==> src/hw/rtl/scs_div.sv <==
// Restoring unsigned divider, one quotient bit per cycle.
// Gives quotient and remainder with a one-cycle done pulse. Depends on nothing.
`timescale 1ns / 1ps
`default_nettype none

module scs_div #(
  parameter int W = 31
) (
  input  wire logic         clk,
  input  wire logic         rst,
  input  wire logic         start,
  input  wire logic [W-1:0] dividend,
  input  wire logic [W-1:0] divisor,
  output logic              busy,
  output logic              done,
  output logic      [W-1:0] quot,
  output logic      [W-1:0] rem
);

  localparam int CNT_W = $clog2(W);

  logic [CNT_W-1:0] step;
  logic [W-1:0]     dvs;
  logic [W:0]       shifted;
  logic [W:0]       diff;

  assign shifted = {rem, quot[W-1]};
  assign diff    = shifted - {1'b0, dvs};

  always_ff @(posedge clk) begin
    if (rst) begin
      busy <= 1'b0;
      done <= 1'b0;
      step <= '0;
    end else begin
      done <= 1'b0;
      if (start) begin
        busy <= 1'b1;
        step <= '0;
        dvs  <= divisor;
        quot <= dividend;
        rem  <= '0;
      end else if (busy) begin
        if (!diff[W]) begin
          rem <= diff[W-1:0];
        end else begin
          rem <= shifted[W-1:0];
        end
        quot <= {quot[W-2:0], ~diff[W]};
        if (step == CNT_W'(W - 1)) begin
          busy <= 1'b0;
          done <= 1'b1;
        end else begin
          step <= step + CNT_W'(1);
        end
      end
    end
  end

endmodule

`default_nettype wire

==> config.mk <==
export PLATFORM = sky130hd
export DESIGN_NAME = scs_div
export DESIGN_NICKNAME = d
export VERILOG_FILES = /design/src/hw/rtl/scs_div.sv
export SDC_FILE = /design/constraint.sdc
export NUM_CORES = 1
export LEC_CHECK = 0
export ABC_AREA = 1
export BUFFER_PORTS_ARGS = -buffer_cell sky130_fd_sc_hd__buf_2
export CAP_MARGIN = 40
export CORE_MARGIN = 5
export CORE_UTILIZATION = 57
export DETAILED_ROUTE_END_ITERATION = 7
export PLACE_DENSITY = 0.82
export SKIP_LAST_GASP = 1
export SLEW_MARGIN = 20
export SYNTH_ARGS = -nofsm -noshare
export SYNTH_HDL_FRONTEND = slang
export SYNTH_SLANG_ARGS = --single-unit
==> constraint.sdc <==
create_clock -name clk -period 6.2 [get_ports clk]
set_input_delay 1.24 -clock clk [delete_from_list [all_inputs] [get_ports clk]]
set_output_delay 1.24 -clock clk [all_outputs]
set_load 0.02 [all_outputs]
# Word-level counts from Yosys, hierarchy flattened
# Index checks and enable logic that the tools add are counted.
[classes]
n_eq_ne = 1
mul = 0
div = 0
order_cmp = 0
n_bitwise = 4
n_addsub = 2
reduce_logical = 6
mux = 8
n_shift = 0
[ops]
columns = ["operator", "count"]
rows = [
  ["$mux W31", 4],
  ["$sub A32 B31 Y32", 1],
  ["$reduce_and A2 Y1", 3],
  ["$add A5 B1 Y5 const B", 1],
  ["$eq A5 B5 Y1 const B", 1],
  ["$mux W1", 4],
  ["$not A1 Y1", 4],
  ["$reduce_or A3 Y1", 1],
  ["$reduce_bool A2 Y1", 1],
  ["$reduce_or A2 Y1", 1],
]
[word_totals]
memories = 0
romBits = 0
ram_bits = 0
in_bits = 65
latchBits = 0
register_bits = 100

# Depth between registers and ports, before layout
# Gate-level depths: netlist of the first run.
[logic_depth]
word_depth = 4
depth_mapped = 18
ltp_nobuf = 17

# Worst setup path after synthesis of the first run
# Ideal clock, no wire load.
[synth_timing]
kind = "input to register"
from = "input port start"
to = "register quot[0], enable pin"
setup_slack_ps = 812
setup_ps = 503
stages = 5
t_arrival_ps = 4885
required_time_ps = 5697
path_buffers = 3
path_cell_list = "clkbuf_1 inv_1 clkbuf_1 buf_1 a21oi_1"
[synth_between]
elab_chain_cells = 2
[synth_rtl]
columns = ["element", "line", "rtl"]
rows = [
  ["start, declared", "11", "input wire logic start,"],
  ["$reduce_bool A2 Y1 (no line)", "-", ""],
  ["$reduce_and A2 Y1 (no line)", "-", ""],
  ["end signal, assigned", "41", "quot <= dividend;"],
  ["end signal, assigned", "49", "quot <= {quot[W-2:0], ~diff[W]};"],
  ["end, declared", "16", "output logic [W-1:0] quot,"],
]
# Every way passes these cells.
# A chain may end at the register's enable or synchronous reset.

# Final worst setup path of the first run
[layout_timing]
from = "input port start"
to = "register rem[27], enable pin"
[layout_between]
elab_chain_cells = 2
[layout_rtl]
columns = ["element", "line", "rtl"]
rows = [
  ["$reduce_bool A2 Y1 (no line)", "-", ""],
  ["$reduce_and A2 Y1 (no line)", "-", ""],
  ["end signal, assigned", "45", "rem <= diff[W-1:0];"],
  ["end signal, assigned", "47", "rem <= shifted[W-1:0];"],
  ["end, declared", "17", "output logic [W-1:0] rem"],
]
# Every way passes these cells.

==> implementation parameters, run 1 <==
Parameter                              Value

Outcome
  Status    finished clean

CTS
  Number of buffers inserted by post-CTS setup repair    0
  Clock tree from TritonCTS    yes
  Root cell of the clock tree    sky130_fd_sc_hd__clkbuf_16
  CTS H-tree depth    3
  Clock sinks    100
  Clk_lat worst skew    0.36 ns
  Hold bufs inserted after CTS    0
  Clock Path Buffers    2
  Clock transition at the registers of the reported paths    0.07 ns
  Cts bufs inserted    9
  Quantity of gates resized following cts    0

Placed design
  Placed Instance Area    0.007493 mm²
  Count of input and output buffers    128
  Half-perimeter wire length of the detailed placement result    11880 µm
  Routability cong.    0.9342
  Post-placement worst setup slack    2.707 ns

Floorplan
  Chip width    118.5 µm
  Overall die area    0.01403 mm²
  Initial standard-cell utilization of the core    0.5847
  Placement Rows    39
  DIE HEIGHT    118.5 µm
  I/O pin count    129
  Core box area    0.01147 mm²

Yosys
  Combined area of all synthesized cells    0.006705 mm²
  Fraction of synthesized area in multiplexers    0
  Number of different library cells in the post-synthesis netlist    35
  Post-synthesis cell type with the largest combined area    sky130_fd_sc_hd__edfxtp_1
  Synth warnings    0
  Largest family of logic cells by synthesized area    simple AND/OR/NAND/NOR gates
  FF+latch count, synth    100
  Top post-synthesis cells by area    sky130_fd_sc_hd__edfxtp_1, sky130_fd_sc_hd__nand2_1, sky130_fd_sc_hd__inv_1, sky130_fd_sc_hd__ha_1, sky130_fd_sc_hd__nor2_1
  Number of nets produced by synthesis    1011
  Area share of fa/ha/maj cells after synthesis    0.06456
  Sequential cell area fraction in the yosys report    0.4374
  Share of the synthesized area in compound gates (AO/OA/AOI/OAI)    0.03135
  Mean area per synthesized cell    7.352 µm²
  Share of the synthesized area in the top cell type    0.4165
  Gate count after technology mapping    912
  Fraction of synthesized cell area in xor and xnor cells    0.01959
  Simple-gate share of the synthesized area    0.3413

Drt
  Via count normalized by instance count    4.972
  First drt pass iteration count    5
  Remaining DRCs    0
  Detailed-route wire length    15550 µm
  DR vias    5897
  Routed len/inst    13.11 µm
  Initial detailed-routing violation count    407
  Remaining antenna violation count    0

STA
  Pins Over Slew Limit    0
  Final Hold Violating Endpoints    0
  Setup repair after global routing missed its margin    false
  Max frequency    319.5 MHz
  Fin Setup TNS    0 ns
  Final critical-path share of the clock period    0.5048
  Min cycle time layout    3.130 ns
  Layout Skew    0.01418 ns
  Worst-case setup margin in the final layout    3.070 ns
  Headroom to the max-slew limit    0.4543
  Slew at the pin closest to its max-slew limit    0.8186 ns
  Setup Viol. Count Final    0

Global routing
  Layer with the highest usage after global routing    met2
  Wire length of the first global-routing pass    26140 µm
  GRT Residual Overflow    0
  Met3 capacity usage during global routing    0.06734
  Met1 track demand over resource    0.2857
  Largest net degree at the start of global routing    63
  Number of antenna violations at the first check in global routing    0
  Number of global-route vias before repair    5638
  Overall global routing resource usage    0.2256
  Routing usage on met2    0.3741

Final layout
  Leading cell type in the layout, fill and taps excluded    sky130_fd_sc_hd__nand2_1
  Top library cells by usage in the layout, fill and taps aside    sky130_fd_sc_hd__nand2_1, sky130_fd_sc_hd__inv_1, sky130_fd_sc_hd__buf_2
  Net count, final    1137
  N_diodes    0
  Area of all placed cells without fillers    0.007775 mm²
  Ratio of cells with drive above 1 in the final layout    0.1755
  Synthesis-to-layout area growth    15.95%

Critical path
  CP Data Arrival Time    3.12 ns
  Class of the most critical setup path    input pin to flip-flop
  Crit Path Max Fanout    62
  Worst Path Required    6.19 ns
  Category of the worst setup path launch point    input pin
  CP endpoint kind    flip-flop

Power
  Leak pwr    0.004203 µW
  PD cells    263.7 mW/mm²
  Total power    2050 µW
  Worst supply voltage drop on vdd    0.2428 mV

Min path
  HP Class    flip-flop to flip-flop

Run
  Max-cap violation count    0
[kinds of logic after synthesis]
kind of cell | count (synthesis)
xor+xnor | 15
flops | 100
compound gates | 35
fa+ha+maj | 34
simple gates | 551
buf+inv | 177
[per-stage QoR]
| stage | instances | hold slack (ns) | utilization |
|---|---|---|---|
| 2_1_floorplan | 912 | 0.4613 | - |
| 3_3_place_gp | 1168 | 0.4845 | 0.6493 |
| 3_5_place_dp | 1170 | 0.4928 | 0.6535 |
| 4_1_cts | 1186 | 0.5219 | 0.6780 |
| 5_1_grt | 1186 | 0.5393 | 0.6780 |
| 6_report | 1186 | 0.5222 | 0.6780 |
[synthesized netlist by cell type]
cell type                    n
sky130_fd_sc_hd__nand2_1   375
sky130_fd_sc_hd__inv_1     159
sky130_fd_sc_hd__nor2_1     96
sky130_fd_sc_hd__edfxtp_1   93
sky130_fd_sc_hd__ha_1       33
sky130_fd_sc_hd__nand3_1    29
sky130_fd_sc_hd__a21oi_1    23
sky130_fd_sc_hd__xor2_1     14
sky130_fd_sc_hd__nand2_2    10
sky130_fd_sc_hd__clkbuf_1    8
sky130_fd_sc_hd__dfxtp_1     7
sky130_fd_sc_hd__nand3b_1    7
sky130_fd_sc_hd__nor2_2      7
sky130_fd_sc_hd__nand4_1     6
sky130_fd_sc_hd__nand2_4     5
sky130_fd_sc_hd__nor3_1      5
sky130_fd_sc_hd__o21bai_1    5
sky130_fd_sc_hd__nor2_4      4
sky130_fd_sc_hd__buf_1       3
sky130_fd_sc_hd__buf_6       3
sky130_fd_sc_hd__a21o_1      2
sky130_fd_sc_hd__buf_8       2
sky130_fd_sc_hd__inv_2       2
sky130_fd_sc_hd__nand3_2     2
sky130_fd_sc_hd__o21ai_0     2
sky130_fd_sc_hd__a211oi_1    1
sky130_fd_sc_hd__a21oi_2     1
sky130_fd_sc_hd__a21oi_4     1
sky130_fd_sc_hd__and2_1      1
sky130_fd_sc_hd__and3_1      1
sky130_fd_sc_hd__fa_1        1
sky130_fd_sc_hd__nor3b_1     1
sky130_fd_sc_hd__nor4_1      1
sky130_fd_sc_hd__or2_2       1
sky130_fd_sc_hd__xnor2_1     1
[path summary, 6_finish.rpt]
check | start | to | slack [ns] | cells past startpoint
min reg2reg | step[0] | step[0] | 0.52 | 2
max reg2reg | quot[30] | rem[30] | 3.72 | 17
max | start | rem[27] | 3.07 | 5
min | step[0] | step[0] | 0.52 | 2
[routing by layer]
layer,vias to the layer above,wire [µm]
li1,3055,-
met4,0,314
met2,193,7235
met1,2623,6800
met3,26,1195
met5,-,0
[worst max-delay path: stages]
cell,delay [ns]
sky130_fd_sc_hd__buf_2,0.44
sky130_fd_sc_hd__inv_2,0.34
sky130_fd_sc_hd__buf_12,0.28
sky130_fd_sc_hd__a21oi_4,0.12
sky130_fd_sc_hd__buf_4,0.65
[area by class of cell]
type	count	area, µm²
clock buffers	9	225.2
repair buffers	131	695.7
inverters	161	604.3
flip-flops and latches	100	2933
well taps	143	178.9
clock inverters	7	56.30
multi-input cells	635	3082
fillers	987	3692
[power breakdown]
| group | total (µW) | internal, µW | switching [µW] |
|---|---|---|---|
| Clock | 553 | 278 | 275 |
| Combinational | 654 | 222 | 432 |
| Sequential | 843 | 810 | 32.4 |
[sequential cells by signal, indices dropped and copies added, names as in the netlist]
signal / cells
quot: 31
busy: 1
rem: 31
step: 5
done: 1
dvs: 31
No activity file was read; power rests on OpenSTA's default activity.
==> run 2, diff against run 1 <==
clock period = 3.1 ns   (was 6.2 ns; I/O delays follow)
==> implementation parameters, run 2 (synthesized netlist as in run 1, its figures left out) <==
Parameter                              Value

Floorplan
  Placement Rows    39
  I/O pin count    129
  DIE HEIGHT    118.5 µm
  Core box area    0.01147 mm²
  Initial standard-cell utilization of the core    0.5847
  Overall die area    0.01403 mm²
  Chip width    118.5 µm

CTS
  Cts bufs inserted    9
  Clk_lat worst skew    0.37 ns
  Clock Path Buffers    2
  Clock tree from TritonCTS    yes
  Hold bufs inserted after CTS    0
  Clock sinks    100
  Root cell of the clock tree    sky130_fd_sc_hd__clkbuf_16
  Number of buffers inserted by post-CTS setup repair    0
  Clock transition at the registers of the reported paths    0.08 ns
  CTS H-tree depth    3
  Quantity of gates resized following cts    0

Final layout
  Ratio of cells with drive above 1 in the final layout    0.1743
  Leading cell type in the layout, fill and taps excluded    sky130_fd_sc_hd__nand2_1
  Net count, final    1138
  Sequential standard cell area    0.002933 mm²
  Largest registers    dvs (31), quot (31), rem (31)
  Multi-input gate area    0.003082 mm²
  Number of fill cells in the layout    1008
  Top library cells by usage in the layout, fill and taps aside    sky130_fd_sc_hd__nand2_1, sky130_fd_sc_hd__inv_1, sky130_fd_sc_hd__buf_2
  N_diodes    0
  Synthesis-to-layout area growth    16.38%

Critical path
  Worst Path Required    3.24 ns
  Crit path cell chain    inv_1 > ha_1 > fa_1 > inv_1 > nand3_1 > nand3_1 > nand2_1 > nand2_1 > nand2_1 > nand2_1 > nand2_1 > nand2_1 > nand2_1 > nand2_1 > nand2_1 > nand2_1 > inv_1
  Worst setup path endpoint    rem[30]
  Setup crit start    quot[30]
  Highest-delay cell along the critical path    sky130_fd_sc_hd__fa_1
  Category of the worst setup path launch point    flip-flop
  Critical path's most frequent cell    sky130_fd_sc_hd__nand2_1
  Class of the most critical setup path    flip-flop to flip-flop
  Register-to-register setup slack    0.59 ns
  Largest delay share family, worst path    simple AND/OR/NAND/NOR gates
  CP endpoint kind    flip-flop
  Worst reg2reg path depth    17
  Worst r2r dst    rem[30]
  Start of the worst register-to-register path    quot[30]
  Number of gates on the worst path with buffers counted    17
  Crit Path Max Fanout    4
  CP Data Arrival Time    2.64 ns
  Highest cell delay on the worst timing path    0.42 ns
  Number of buffer and inverter stages on the critical path    3

Drt
  Remaining antenna violation count    0
  First drt pass iteration count    4
  Via count normalized by instance count    4.936
  DR vias    5859
  Routed len/inst    13.44 µm
  Detailed-route wire length    15950 µm
  Remaining DRCs    0
  Initial detailed-routing violation count    299

Global routing
  Number of antenna violations at the first check in global routing    0
  Overall global routing resource usage    0.2303
  Number of global-route vias before repair    5616
  Wire length of the first global-routing pass    26280 µm
  GRT Residual Overflow    0
  Largest net degree at the start of global routing    63

STA
  Final Hold Slack    0.4192 ns
  Slew at the pin closest to its max-slew limit    0.7465 ns
  Setup repair after global routing missed its margin    false
  Final Hold Violating Endpoints    0
  Fin Setup TNS    0 ns
  Min cycle time layout    2.505 ns
  Layout Skew    0.01377 ns
  Headroom to the max-slew limit    0.5016
  Final critical-path share of the clock period    0.8082
  Max frequency    399.1 MHz
  Pins Over Slew Limit    0
  Setup Viol. Count Final    0

Min path
  HP Class    input pin to flip-flop

Power
  Total power    4191 µW
  Worst supply voltage drop on vdd    0.5622 mV
  Leak pwr    0.004213 µW
  PD cells    537.1 mW/mm²

Placed design
  Half-perimeter wire length of the detailed placement result    12300 µm
  Routability cong.    0.9629
  Count of input and output buffers    128

Outcome
  Status    finished clean

Run
  Max-cap violation count    0
run 2: cell count changes in the layout (fill, tap and decap cells not counted), sizes merged:
cell	change
bufinv	+1
clkinv	-3
buf	+1
inv	-1
clkbuf	+3
run 2: how the worst min path moves through the flow:
stage	from	endpoint	slack, ns	cells past startpoint
finish	divisor[19]	dvs[19]	0.42	1
global route	divisor[0]	dvs[0]	0.41	1
CTS	divisor[19]	dvs[19]	0.41	1
detailed placement	step[3]	step[3]	0.49	2
global placement	step[3]	step[3]	0.48	2
floorplan	step[4]	done	0.46	2
run 2: area by class of cell:
| class | instances | share of cell area |
|---|---|---|
| multi-input combinational | 635 | 0.3949 |
| tap | 143 | 0.02293 |
| inverter | 161 | 0.07744 |
| clock inverter | 4 | 0.007215 |
| sequential | 100 | 0.3758 |
| clock buffer | 12 | 0.03159 |
| timing repair buffer | 132 | 0.09011 |
run 2: worst register-to-register path, cell delays in order, from the launching register on:
cell                       delay, ns
sky130_fd_sc_hd__edfxtp_1       0.38
sky130_fd_sc_hd__inv_1          0.05
sky130_fd_sc_hd__ha_1           0.22
sky130_fd_sc_hd__fa_1           0.43
sky130_fd_sc_hd__inv_1          0.10
sky130_fd_sc_hd__nand3_1        0.06
sky130_fd_sc_hd__nand3_1        0.17
sky130_fd_sc_hd__nand2_1        0.07
sky130_fd_sc_hd__nand2_1        0.13
sky130_fd_sc_hd__nand2_1        0.07
sky130_fd_sc_hd__nand2_1        0.16
sky130_fd_sc_hd__nand2_1        0.11
sky130_fd_sc_hd__nand2_1        0.08
sky130_fd_sc_hd__nand2_1        0.05
sky130_fd_sc_hd__nand2_1        0.05
sky130_fd_sc_hd__nand2_1        0.04
sky130_fd_sc_hd__nand2_1        0.07
sky130_fd_sc_hd__inv_1          0.03
run 2: metal layers:
metal | track usage | up-vias | share of wire
li1 | - | 3051 | -
met1 | 0.2846 | 2607 | 0.44
met2 | 0.3812 | 177 | 0.45
met3 | 0.07880 | 24 | 0.084
met4 | 0.07300 | 0 | 0.020
met5 | 0 | - | 0
run 2: stage by stage:
stage | setup WS [ns] | instances | util | area [µm²]
after floorplan | 0.04242 | 912 | - | 6716
after global placement | 0.6452 | 1170 | 0.6517 | 7473
after detailed placement | 0.6265 | 1171 | 0.6541 | 7501
after CTS | 0.6182 | 1187 | 0.6805 | 7804
after global routing | 0.3969 | 1187 | 0.6805 | 7804
final | 0.5945 | 1187 | 0.6805 | 7804
run 2: where the power goes:
part           total [µW]  switching [µW]  internal [µW]
combinational        1330             879            447
sequential           1680            64.0           1620
clock                1180             525            656
==> run 3, diff against run 2 <==
CORE_UTILIZATION = 51   (was 57)
PLACE_DENSITY = 0.77   (was 0.82)
clock period = 2.3 ns   (was 3.1 ns; I/O delays follow)
==> implementation parameters, run 3 (synthesized netlist as in run 1, its figures left out) <==
Parameter                              Value

Floorplan
  Chip width    124.7 µm
  Placement Rows    41
  DIE HEIGHT    124.7 µm
  Initial standard-cell utilization of the core    0.5249
  I/O pin count    129
  Overall die area    0.01554 mm²
  Core box area    0.01277 mm²

Global routing
  Met3 capacity usage during global routing    0.07161
  Largest net degree at the start of global routing    52
  Met1 track demand over resource    0.2727
  Number of global-route vias before repair    6092
  Routing usage on met2    0.3788
  Number of antenna violations at the first check in global routing    1
  Wire length of the first global-routing pass    28410 µm
  Layer with the highest usage after global routing    met2
  GRT Residual Overflow    0
  Overall global routing resource usage    0.2235

Critical path
  Class of the most critical setup path    flip-flop to flip-flop
  CP endpoint kind    flip-flop
  Crit Path Max Fanout    8
  CP Data Arrival Time    2.45 ns
  Category of the worst setup path launch point    flip-flop
  Worst Path Required    2.42 ns

STA
  Setup repair after global routing missed its margin    true
  Fin Setup TNS    -0.1489 ns
  Final Hold Violating Endpoints    0
  Slew at the pin closest to its max-slew limit    0.5312 ns
  Min cycle time layout    2.334 ns
  Final critical-path share of the clock period    1.015
  Pins Over Slew Limit    0
  Layout Skew    0.01632 ns
  Setup Viol. Count Final    10
  Headroom to the max-slew limit    0.6459
  Worst-case setup margin in the final layout    -0.03393 ns
  Max frequency    428.5 MHz

Placed design
  Routability cong.    0.9485
  Placed Instance Area    0.008000 mm²
  Half-perimeter wire length of the detailed placement result    13400 µm
  Count of input and output buffers    128

Power
  Total power    6602 µW
  PD cells    704.7 mW/mm²
  Worst supply voltage drop on vdd    0.4439 mV
  Leak pwr    0.004775 µW

Outcome
  Violated checks    setup timing
  Status    finished, violations left

Drt
  Via count normalized by instance count    5.034
  Routed len/inst    15.00 µm
  Remaining antenna violation count    0
  Detailed-route wire length    19740 µm
  Initial detailed-routing violation count    451
  First drt pass iteration count    5
  DR vias    6625
  Remaining DRCs    0

Final layout
  Synthesis-to-layout area growth    39.73%
  Top library cells by usage in the layout, fill and taps aside    sky130_fd_sc_hd__nand2_1, sky130_fd_sc_hd__inv_1, sky130_fd_sc_hd__buf_2
  Area of all placed cells without fillers    0.009369 mm²
  N_diodes    0
  Sequential standard cell area    0.002933 mm²
  Multi-input gate area    0.003897 mm²
  Largest registers    dvs (31), quot (31), rem (31)
  Ratio of cells with drive above 1 in the final layout    0.3427
  Net count, final    1238
  Leading cell type in the layout, fill and taps excluded    sky130_fd_sc_hd__nand2_1
  Number of fill cells in the layout    995

CTS
  Root cell of the clock tree    sky130_fd_sc_hd__clkbuf_16
  CTS H-tree depth    3
  Clock tree from TritonCTS    yes
  Clk_lat worst skew    0.37 ns
  Cts bufs inserted    9
  Clock Path Buffers    2
  Clock transition at the registers of the reported paths    0.08 ns
  Clock sinks    100

Min path
  HP Class    input pin to flip-flop

Run
  Max-cap violation count    0
## run 3: report_power, final
part	internal (µW)	total, µW	switching, µW
Sequential	2180	2280	99.3
Clock	891	1640	746
Combinational	1100	2680	1580
## run 3: cell type report
cell class / instances / share of cell area
tap: 172 / 0.02297
clock buffer: 11 / 0.02591
inverter: 161 / 0.06450
timing repair buffer: 225 / 0.1505
sequential: 100 / 0.3130
multi-input combinational: 642 / 0.4160
clock inverter: 5 / 0.007078
## run 3: path summary, 6_finish.rpt
path / startpoint / to / slack [ns] / cells after the start
worst max register to register: rem[17] / rem[0] / -0.03 / 13
worst min register to register: step[3] / step[3] / 0.51 / 2
worst max-delay path: rem[17] / rem[0] / -0.03 / 13
worst min-delay path: divisor[20] / dvs[20] / 0.26 / 1
## run 3: routing by layer
metal / vias to the layer above / routed length [µm]
li1: 3263 / -
met4: 2 / 682
met2: 263 / 9340
met3: 56 / 1556
met1: 3041 / 8149
met5: - / 13
## run 3: stage by stage
step                      hold WS (ns)  setup slack (ns)  cells  utilization
after floorplan                 0.4613          -0.06236    912            -
after global placement          0.4824        -0.0004761   1266       0.6263
after detailed placement        0.4997          -0.06016   1266       0.6263
after CTS                       0.2506         -0.002799   1282       0.6523
after global routing            0.2469          -0.09763   1316       0.7335
final                           0.2561          -0.03393   1316       0.7335
## run 3: repair_timing
item,in CTS,in global routing
hold buffers,0,0
pin swaps,0,52
resized for setup,3,142
setup endpoints to repair,31,32
setup buffers,0,27
cloned,0,7
## run 3: worst max-delay path, stage by stage, from the launching register on
cell and delay [ns]:
sky130_fd_sc_hd__edfxtp_1 0.44, sky130_fd_sc_hd__ha_4 0.26, sky130_fd_sc_hd__nand2_1 0.07, sky130_fd_sc_hd__nand2_2 0.07
sky130_fd_sc_hd__inv_1 0.07, sky130_fd_sc_hd__nand2_2 0.06, sky130_fd_sc_hd__nand2_2 0.07, sky130_fd_sc_hd__nand2_2 0.08
sky130_fd_sc_hd__a21oi_4 0.31, sky130_fd_sc_hd__nand2_8 0.12, sky130_fd_sc_hd__nand2_8 0.20, sky130_fd_sc_hd__nand2_8 0.15
sky130_fd_sc_hd__nor2_4 0.12, sky130_fd_sc_hd__nor2_1 0.04
